<file path="src/sv/fcfs_rr_quantum_job_queue_macros.svh">
// Assertion macros for the job queue scheduler.
`ifndef FCFS_RR_QUANTUM_JOB_QUEUE_MACROS_SVH
`define FCFS_RR_QUANTUM_JOB_QUEUE_MACROS_SVH

// Same-cycle implication, disabled during reset.
`define FCFSQ_ASSERT_NOW(label, ante, cons, msg) \
    label: assert property (@(posedge i_clk) disable iff (!i_rst_n) (ante) |-> (cons)) \
        else $error(msg);

// Next-cycle implication, disabled during reset.
`define FCFSQ_ASSERT_NEXT(label, ante, cons, msg) \
    label: assert property (@(posedge i_clk) disable iff (!i_rst_n) (ante) |=> (cons)) \
        else $error(msg);

`endif

</file>
<file path="src/sv/fcfsq_pkg.sv">
// Shared types and constants for the job queue scheduler.
package fcfsq_pkg;

    localparam int QUEUE_DEPTH = 16;
    localparam int PTR_W       = (QUEUE_DEPTH > 1) ? $clog2(QUEUE_DEPTH) : 1;
    localparam int CNT_W       = $clog2(QUEUE_DEPTH + 1);
    localparam int ID_W        = 16;
    localparam int LIFE_W      = 10;
    localparam int STATUS_W    = 3;
    localparam int OCC_W       = 5;
    localparam int ADDR_W      = 3;
    localparam int DATA_W      = 32;

    localparam logic [LIFE_W-1:0] QUANTUM_RESET = LIFE_W'(100);

    localparam logic MODE_PRODUCE = 1'b0;
    localparam logic MODE_CONSUME = 1'b1;

    localparam logic ALG_FCFS = 1'b0;
    localparam logic ALG_RR   = 1'b1;

    localparam logic REG_ALGORITHM = 1'b0;
    localparam logic REG_QUANTUM   = 1'b1;

    typedef enum logic [STATUS_W-1:0] {
        ST_APPENDED = 3'd0,
        ST_FULL     = 3'd1,
        ST_EMPTY    = 3'd2,
        ST_DONE     = 3'd3,
        ST_PARTIAL  = 3'd4
    } t_status;

    typedef struct packed {
        logic              mode;
        logic [ID_W-1:0]   job_id;
        logic [LIFE_W-1:0] job_life;
    } t_item;

    typedef struct packed {
        logic              algorithm;
        logic [LIFE_W-1:0] quantum;
    } t_cfg;

    typedef struct packed {
        logic              push;
        logic              pop;
        logic [ID_W-1:0]   wr_id;
        logic [LIFE_W-1:0] wr_life;
    } t_ring_cmd;

    typedef struct packed {
        logic [CNT_W-1:0]  count;
        logic              full;
        logic              empty;
        logic [ID_W-1:0]   head_id;
        logic [LIFE_W-1:0] head_life;
    } t_ring_stat;

    typedef struct packed {
        t_status           status;
        logic [ID_W-1:0]   served_id;
        logic [LIFE_W-1:0] work_units;
        logic [LIFE_W-1:0] life_left;
        logic [OCC_W-1:0]  occupancy;
    } t_result;

endpackage

</file>
<file path="src/sv/fcfs_rr_quantum_job_queue.sv">
// Top level of the FCFS / round-robin quantum job queue scheduler.
//
//   channel   direction  handshake                 payload
//   in        input      i_in_valid / o_in_ready   i_mode, i_job_id, i_job_life
//   out       output     o_out_valid / i_out_ready o_status, o_served_id,
//                                                  o_work_units, o_life_left,
//                                                  o_occupancy
//   cfg       input      APB, pready tied high     algorithm @0x0, quantum @0x4
//
// One transaction per cycle sustained while the output is not stalled; a result passes
// from the input register through the decision into the result register.
// The ring is read at the head pointer and written at the tail in the same cycle.
// Synchronous active-low reset empties the queue and restores FCFS, quantum 100.
// A stalled output holds the result; the input register then fills and stalls in.
`include "fcfs_rr_quantum_job_queue_macros.svh"

module fcfs_rr_quantum_job_queue
    import fcfsq_pkg::*;
(
    input  logic                i_clk,
    input  logic                i_rst_n,
    input  logic                i_in_valid,
    output logic                o_in_ready,
    input  logic                i_mode,
    input  logic [ID_W-1:0]     i_job_id,
    input  logic [LIFE_W-1:0]   i_job_life,
    output logic                o_out_valid,
    input  logic                i_out_ready,
    output logic [STATUS_W-1:0] o_status,
    output logic [ID_W-1:0]     o_served_id,
    output logic [LIFE_W-1:0]   o_work_units,
    output logic [LIFE_W-1:0]   o_life_left,
    output logic [OCC_W-1:0]    o_occupancy,
    input  logic                psel,
    input  logic                penable,
    input  logic                pwrite,
    input  logic [ADDR_W-1:0]   paddr,
    input  logic [DATA_W-1:0]   pwdata,
    output logic [DATA_W-1:0]   prdata,
    output logic                pready
);

    logic       r_in_valid;
    t_item      r_in;
    logic       r_out_valid;
    t_result    r_out;
    logic       w_exec;
    t_cfg       w_cfg;
    t_ring_cmd  w_sched_cmd;
    t_ring_cmd  w_ring_cmd;
    t_ring_stat w_stat;
    t_result    w_res;
    logic       w_rotate;
    logic       w_out_stall;

    assign w_exec     = r_in_valid && (!r_out_valid || i_out_ready);
    assign o_in_ready = !r_in_valid || w_exec;

    always_ff @(posedge i_clk) begin
        if (!i_rst_n) begin
            r_in_valid  <= 1'b0;
            r_out_valid <= 1'b0;
        end else begin
            if (o_in_ready) begin
                r_in_valid <= i_in_valid;
            end
            if (w_exec) begin
                r_out_valid <= 1'b1;
            end else if (i_out_ready) begin
                r_out_valid <= 1'b0;
            end
        end
    end

    always_ff @(posedge i_clk) begin
        if (o_in_ready && i_in_valid) begin
            r_in.mode     <= i_mode;
            r_in.job_id   <= i_job_id;
            r_in.job_life <= i_job_life;
        end
        if (w_exec) begin
            r_out <= w_res;
        end
    end

    fcfsq_cfg u_cfg (
        .i_clk   (i_clk),
        .i_rst_n (i_rst_n),
        .psel    (psel),
        .penable (penable),
        .pwrite  (pwrite),
        .paddr   (paddr),
        .pwdata  (pwdata),
        .prdata  (prdata),
        .pready  (pready),
        .o_cfg   (w_cfg)
    );

    fcfsq_sched u_sched (
        .i_item (r_in),
        .i_cfg  (w_cfg),
        .i_stat (w_stat),
        .o_cmd  (w_sched_cmd),
        .o_res  (w_res)
    );

    always_comb begin
        w_ring_cmd      = w_sched_cmd;
        w_ring_cmd.push = w_sched_cmd.push & w_exec;
        w_ring_cmd.pop  = w_sched_cmd.pop & w_exec;
    end

    fcfsq_ring u_ring (
        .i_clk   (i_clk),
        .i_rst_n (i_rst_n),
        .i_cmd   (w_ring_cmd),
        .o_stat  (w_stat)
    );

    assign o_out_valid  = r_out_valid;
    assign o_status     = r_out.status;
    assign o_served_id  = r_out.served_id;
    assign o_work_units = r_out.work_units;
    assign o_life_left  = r_out.life_left;
    assign o_occupancy  = r_out.occupancy;

    assign w_rotate    = w_exec && (w_res.status == ST_PARTIAL);
    assign w_out_stall = r_out_valid && !i_out_ready;

    `FCFSQ_ASSERT_NOW(a_count_in_range, 1'b1, w_stat.count <= CNT_W'(QUEUE_DEPTH), "overfull")
    `FCFSQ_ASSERT_NEXT(a_exec_loads_out, w_exec, o_out_valid, "result not presented")
    `FCFSQ_ASSERT_NEXT(a_rotate_count, w_rotate, $stable(w_stat.count), "count moved")
    `FCFSQ_ASSERT_NEXT(a_out_held, w_out_stall, o_out_valid && $stable(r_out), "result changed")

endmodule

</file>
<file path="src/sv/fcfsq_cfg.sv">
// APB register block: scheduling discipline and round-robin quantum.
module fcfsq_cfg
    import fcfsq_pkg::*;
(
    input  logic              i_clk,
    input  logic              i_rst_n,
    input  logic              psel,
    input  logic              penable,
    input  logic              pwrite,
    input  logic [ADDR_W-1:0] paddr,
    input  logic [DATA_W-1:0] pwdata,
    output logic [DATA_W-1:0] prdata,
    output logic              pready,
    output t_cfg              o_cfg
);

    logic              r_algorithm;
    logic [LIFE_W-1:0] r_quantum;
    logic              w_wr;
    logic              w_sel;

    assign pready = 1'b1;
    assign w_wr   = psel & penable & pwrite & pready;
    assign w_sel  = paddr[2];

    always_ff @(posedge i_clk) begin
        if (!i_rst_n) begin
            r_algorithm <= ALG_FCFS;
            r_quantum   <= QUANTUM_RESET;
        end else if (w_wr) begin
            if (w_sel == REG_ALGORITHM) begin
                r_algorithm <= pwdata[0];
            end else begin
                r_quantum <= pwdata[LIFE_W-1:0];
            end
        end
    end

    always_comb begin
        if (w_sel == REG_ALGORITHM) begin
            prdata = {{(DATA_W-1){1'b0}}, r_algorithm};
        end else begin
            prdata = {{(DATA_W-LIFE_W){1'b0}}, r_quantum};
        end
    end

    assign o_cfg.algorithm = r_algorithm;
    assign o_cfg.quantum   = r_quantum;

endmodule

</file>
<file path="src/sv/fcfsq_ring.sv">
// Ring buffer of jobs with head and tail pointers and a fill count.
module fcfsq_ring
    import fcfsq_pkg::*;
(
    input  logic       i_clk,
    input  logic       i_rst_n,
    input  t_ring_cmd  i_cmd,
    output t_ring_stat o_stat
);

    logic [ID_W-1:0]   r_ids   [QUEUE_DEPTH];
    logic [LIFE_W-1:0] r_lives [QUEUE_DEPTH];
    logic [PTR_W-1:0]  r_head;
    logic [PTR_W-1:0]  r_tail;
    logic [CNT_W-1:0]  r_count;
    logic [PTR_W-1:0]  n_head;
    logic [PTR_W-1:0]  n_tail;
    logic [CNT_W-1:0]  n_count;

    function automatic logic [PTR_W-1:0] next_slot(input logic [PTR_W-1:0] p);
        logic [PTR_W-1:0] q;
        if (p == PTR_W'(QUEUE_DEPTH - 1)) begin
            q = '0;
        end else begin
            q = p + PTR_W'(1);
        end
        return q;
    endfunction

    always_comb begin
        n_head  = i_cmd.pop  ? next_slot(r_head) : r_head;
        n_tail  = i_cmd.push ? next_slot(r_tail) : r_tail;
        n_count = r_count;
        if (i_cmd.push && !i_cmd.pop) begin
            n_count = r_count + CNT_W'(1);
        end else if (i_cmd.pop && !i_cmd.push) begin
            n_count = r_count - CNT_W'(1);
        end
    end

    always_ff @(posedge i_clk) begin
        if (!i_rst_n) begin
            r_head  <= '0;
            r_tail  <= '0;
            r_count <= '0;
        end else begin
            r_head  <= n_head;
            r_tail  <= n_tail;
            r_count <= n_count;
        end
    end

    always_ff @(posedge i_clk) begin
        if (i_cmd.push) begin
            r_ids[r_tail]   <= i_cmd.wr_id;
            r_lives[r_tail] <= i_cmd.wr_life;
        end
    end

    assign o_stat.count     = r_count;
    assign o_stat.full      = (r_count == CNT_W'(QUEUE_DEPTH));
    assign o_stat.empty     = (r_count == '0);
    assign o_stat.head_id   = r_ids[r_head];
    assign o_stat.head_life = r_lives[r_head];

endmodule

</file>
<file path="src/sv/fcfsq_sched.sv">
// Scheduling decision for one transaction: ring command and result.
module fcfsq_sched
    import fcfsq_pkg::*;
(
    input  t_item      i_item,
    input  t_cfg       i_cfg,
    input  t_ring_stat i_stat,
    output t_ring_cmd  o_cmd,
    output t_result    o_res
);

    logic [CNT_W-1:0] w_occ;

    always_comb begin
        o_cmd.push    = 1'b0;
        o_cmd.pop     = 1'b0;
        o_cmd.wr_id   = i_item.job_id;
        o_cmd.wr_life = i_item.job_life;

        o_res.status     = ST_EMPTY;
        o_res.served_id  = '0;
        o_res.work_units = '0;
        o_res.life_left  = '0;

        if (i_item.mode == MODE_PRODUCE) begin
            if (i_stat.full) begin
                o_res.status = ST_FULL;
            end else begin
                o_cmd.push      = 1'b1;
                o_res.status    = ST_APPENDED;
                o_res.served_id = i_item.job_id;
            end
        end else if (!i_stat.empty) begin
            o_res.served_id = i_stat.head_id;
            o_cmd.pop       = 1'b1;
            if (i_cfg.algorithm == ALG_FCFS) begin
                o_res.status     = ST_DONE;
                o_res.work_units = i_stat.head_life;
            end else if (i_stat.head_life >= i_cfg.quantum) begin
                // rotate to tail with the quantum taken off
                o_cmd.push       = 1'b1;
                o_cmd.wr_id      = i_stat.head_id;
                o_cmd.wr_life    = i_stat.head_life - i_cfg.quantum;
                o_res.status     = ST_PARTIAL;
                o_res.work_units = i_cfg.quantum;
                o_res.life_left  = i_stat.head_life - i_cfg.quantum;
            end else begin
                o_res.status     = ST_DONE;
                o_res.work_units = LIFE_W'(1);
            end
        end

        w_occ = i_stat.count;
        if (o_cmd.push && !o_cmd.pop) begin
            w_occ = i_stat.count + CNT_W'(1);
        end else if (o_cmd.pop && !o_cmd.push) begin
            w_occ = i_stat.count - CNT_W'(1);
        end
        o_res.occupancy = OCC_W'(w_occ);
    end

endmodule
</file>
<file path="config.mk">
export PLATFORM = sky130hd
export DESIGN_NAME = fcfs_rr_quantum_job_queue
export DESIGN_NICKNAME = d
export VERILOG_FILES = /design/src/sv/fcfsq_pkg.sv /design/src/sv/fcfs_rr_quantum_job_queue.sv /design/src/sv/fcfsq_cfg.sv /design/src/sv/fcfsq_ring.sv /design/src/sv/fcfsq_sched.sv
export VERILOG_INCLUDE_DIRS = /design/src /design/src/sv
export SDC_FILE = /design/constraint.sdc
export NUM_CORES = 1
export LEC_CHECK = 0
export ABC_AREA = 1
export BUFFER_PORTS_ARGS = -buffer_cell sky130_fd_sc_hd__buf_4
export CELL_PAD_IN_SITES_DETAIL_PLACEMENT = 0
export CELL_PAD_IN_SITES_GLOBAL_PLACEMENT = 1
export CORE_AREA = 2 2 235 237
export DETAILED_ROUTE_END_ITERATION = 12
export DIE_AREA = 0 0 237 239
export PLACE_DENSITY = 0.84
export SETUP_SLACK_MARGIN = 0.5
export SKIP_CTS_REPAIR_TIMING = 1
export SLEW_MARGIN = 30
export SYNTH_ARGS = -nofsm -noshare
export SYNTH_HDL_FRONTEND = slang
export SYNTH_HIERARCHICAL = 1
export SYNTH_SLANG_ARGS = --single-unit
</file>
<file path="constraint.sdc">
create_clock -name i_clk -period 8.3 [get_ports i_clk]
set_input_delay 1.66 -clock i_clk [delete_from_list [all_inputs] [get_ports i_clk]]
set_output_delay 1.66 -clock i_clk [all_outputs]
set_load 0.1 [all_outputs]
</file>
==> results.md <==
* Status: finished, final reports clean
* RSZ-0062 raised after global routing: no
* Clock Tree Buf Depth at 3
* Number of buffers created by CTS at roughly 50
* Vias per inst at slightly above 5
* Overflow after GRT at 0
* Final setup violation count at 0
* Utilization after layout at 0.4848
* DIE HEIGHT at roughly 240 microns
* DRC Markers at 0
* Pre-CTS setup slack at ~1.9 ns
* Cell area after synthesis at about 0.023 sq mm
* Rows at 86
* Hpwl dp at about 32000 microns
* Most frequent cell after synthesis: nand2_1
* CP arrival at 6.75 ns
* Pre-Repair DR Iteration Count at 8
* GP Congestion at 0.8218
* Synth Instances at 2297
* Register bit total from synthesis at 517
* Core ar. at between 0.05 and 0.06 sq mm
* Minimum clock period at ~6.5 ns
* Count of final hold-check violations at 0
* Vias in the first global route at 15070
* Synth top cells by count: nand2_1, edfxtp_1, inv_1
* Worst setup EP type: flip-flop
* Setup TNS at 0 ns
* Max incr delay on CP at roughly 0.8 ns
* Crit path max fanout at 145
* Seq/Total Area, Yosys at 0.6592
* Clk Latency, worst-skew pair at 0.57 ns
* Synth Flop Type: edfxtp_1
* CTS clk-pin slew, worst paths at 0.06 ns
* Die area at around 0.057 sq mm
* Pwr/cell area at around 220 mW/mm^2
* Synth area leader: edfxtp_1
* Worst Setup Start Kind: flip-flop
* Port Buffers at 100
* Distinct cell type count after synthesis at 44
* Peak VDD IR at between 0.15 and 0.2 mV
* Async set or reset register ratio after synthesis at 0
* Yosys top cell area share at 0.6332
* CTS tree: yes
* Fin. max-slew vios at 0
* F_max at 153.6 MHz
* CP required at between 8 and 9 ns
* Hold Crit Class: flip-flop to flip-flop
* Measured slew at the worst slew-check pin at roughly 0.9 ns
* Total power at 5.780 mW
* Clock Skew at around 0.017 ns
* DRT antenna net count at 0
* CP Cell Sequence: inv_8 > nand2_1 > nand3_1 > nand3_1 > nand3_1 > nand2_1 > inv_1 > ha_1 > inv_1 > fa_1 > inv_1 > nor3_2 > nor2_2 > nand2_2 > nand2_4 > nor2_4 > inv_2 > nand2_1 > inv_1 > nor2_1 > nand2_1 > nor2_4 > buf_4
* First-pass GRT wire length at between 80000 and 90000 microns
* Number of max-cap violations at 0
* Max H-tree Level at 2
* Top post-synthesis cells by area: edfxtp_1, nand2_1, nand3_1
* Syn_area_per_cell at slightly above 10 sq um
* Hold Slack at 0.4812 ns
* Layout cells sized above 1 at 0.1124
* Nets at approximately 2500
* Starting density of the core at 0.4250
* Die X at 237 microns
* Synth warnings at 6
* Slowest-stage cell, CP: dfxtp_4
* Post-synth EDFFs at slightly below 500
* WS Path Type: flip-flop to flip-flop
* DR WL/cell at roughly 18 microns
* Static Leak at 11.26 nW
* Area grow syn2layout at 14.05%
* Antenna cells at 0
* Filler cells at between 4000 and 5000
* Largest net degree at the start of global routing at 146
* Max_slew headroom at 0.3952
* Vias at 15830
* Antenna violations before repair at 0
* Gr usage total at 0.1930
* Clock Tree Root: clkbuf_16
* Setup ws final at 1.788 ns
* Final Cycle Share at 0.7846
* Routed Wire Length at between 50000 and 60000 microns
* DRT iter0 DRCs at 1439
* I/O Pins at about 150
* Clk sinks at slightly above 500
-- flip-flops by register name, indices dropped and copies added, names as in the netlist, 3 cells and up, named ones only --
register,cells
u_ring/r_count,5
o_served_id,16
u_ring/r_lives,160
u_ring/r_ids,256
o_work_units,10
r_in,27
u_ring/r_tail,4
u_cfg/r_quantum,10
o_status,3
o_life_left,10
o_occupancy,5
u_ring/r_head,4
-- cell usage in the layout, fill, tap and decap left out, types with 2 or more instances in the layout --
cell type / n
nor2_1: 51
inv_4: 2
o21ai_0: 42
inv_2: 2
nand3_2: 2
o22ai_2: 12
inv_1: 408
fa_1: 2
dfxtp_1: 27
o21ai_2: 11
inv_6: 2
bufinv_16: 4
clkbuf_1: 15
nand2_1: 680
conb_1: 23
clkbuf_16: 51
nor2_4: 18
buf_4: 137
ha_1: 21
xnor2_1: 4
edfxtp_1: 487
nor3_1: 2
nand4_1: 2
nand3_1: 348
dfxtp_4: 3
clkinv_1: 11
nor2_2: 2
or2_2: 2
nand2_2: 3
a21oi_1: 17
buf_16: 5
xor2_1: 7
clkinv_2: 9
-- through the flow --
| step | instances | cell area (sq um) |
|---|---|---|
| 2_1_floorplan | 2318 | 23170 |
| 3_3_place_gp | 3035 | 24540 |
| 3_5_place_dp | 3040 | 24730 |
| 4_1_cts | 3132 | 26300 |
| 5_1_grt | 3132 | 26340 |
| 6_report | 3132 | 26340 |
-- cell type report --
cell class | count | area [sq um] | area share
tap | 704 | 880.8 | 0.03344
clock inverter | 25 | 224.0 | 0.008502
clock buffer | 67 | 1346 | 0.05111
multi-input combinational | 1261 | 5909 | 0.2243
timing repair buffer | 142 | 1166 | 0.04427
inverter | 416 | 1579 | 0.05994
sequential | 517 | 15240 | 0.5784
-- per-layer routing --
metal	part of all wire	GRT usage	wire length [microns]
met5	0	0	0
met4	0.024	0.06425	1333
met3	0.071	0.02760	3910
met2	0.49	0.3361	27260
met1	0.41	0.2481	22710
-- power breakdown --
part	leakage, nW	switching, mW	internal [mW]	total, mW
registers	4.68	0.0300	2.90	2.93
logic	5.81	0.494	0.162	0.656
clock network	0.768	0.929	1.26	2.19
total	11.3	1.45	4.33	5.78
-- final timing paths --
| kind | cells past startpoint | end | startpoint | slack (ns) |
|---|---|---|---|---|
| worst max-delay path | 23 | u_ring/r_lives[7][2] | flip-flop | 1.79 |
| worst min-delay path | 2 | o_out_valid | r_in_valid | 0.48 |
| worst max register to register | 23 | u_ring/r_lives[7][2] | flip-flop | 1.79 |
| worst min register to register | 2 | o_out_valid | r_in_valid | 0.48 |
-- worst max-delay path, delay by kind of cell, from the launching register on --
| kind | cells | cell delay, ns |
|---|---|---|
| adders and majority gates | 2 | 0.47 |
| buffers and inverters | 7 | 1.19 |
| DFF | 1 | 0.81 |
| and+or+nand+nor | 14 | 3.59 |
-- logic make-up (layout without fill, tap and decap cells) --
group                      count (synthesis)  count (layout)  synth area share
other                                      2              23         0.0003252
and+or+nand+nor                         1116            1116            0.2041
AOI/OAI and AO/OA                         88              88           0.02151
buffers and inverters                    540             650           0.09757
adders and majority gates                 23              23           0.01311
DFF                                      517             517            0.6592
xor gates and xnor gates                  11              11          0.004171
(Power assumes the default switching activity.)
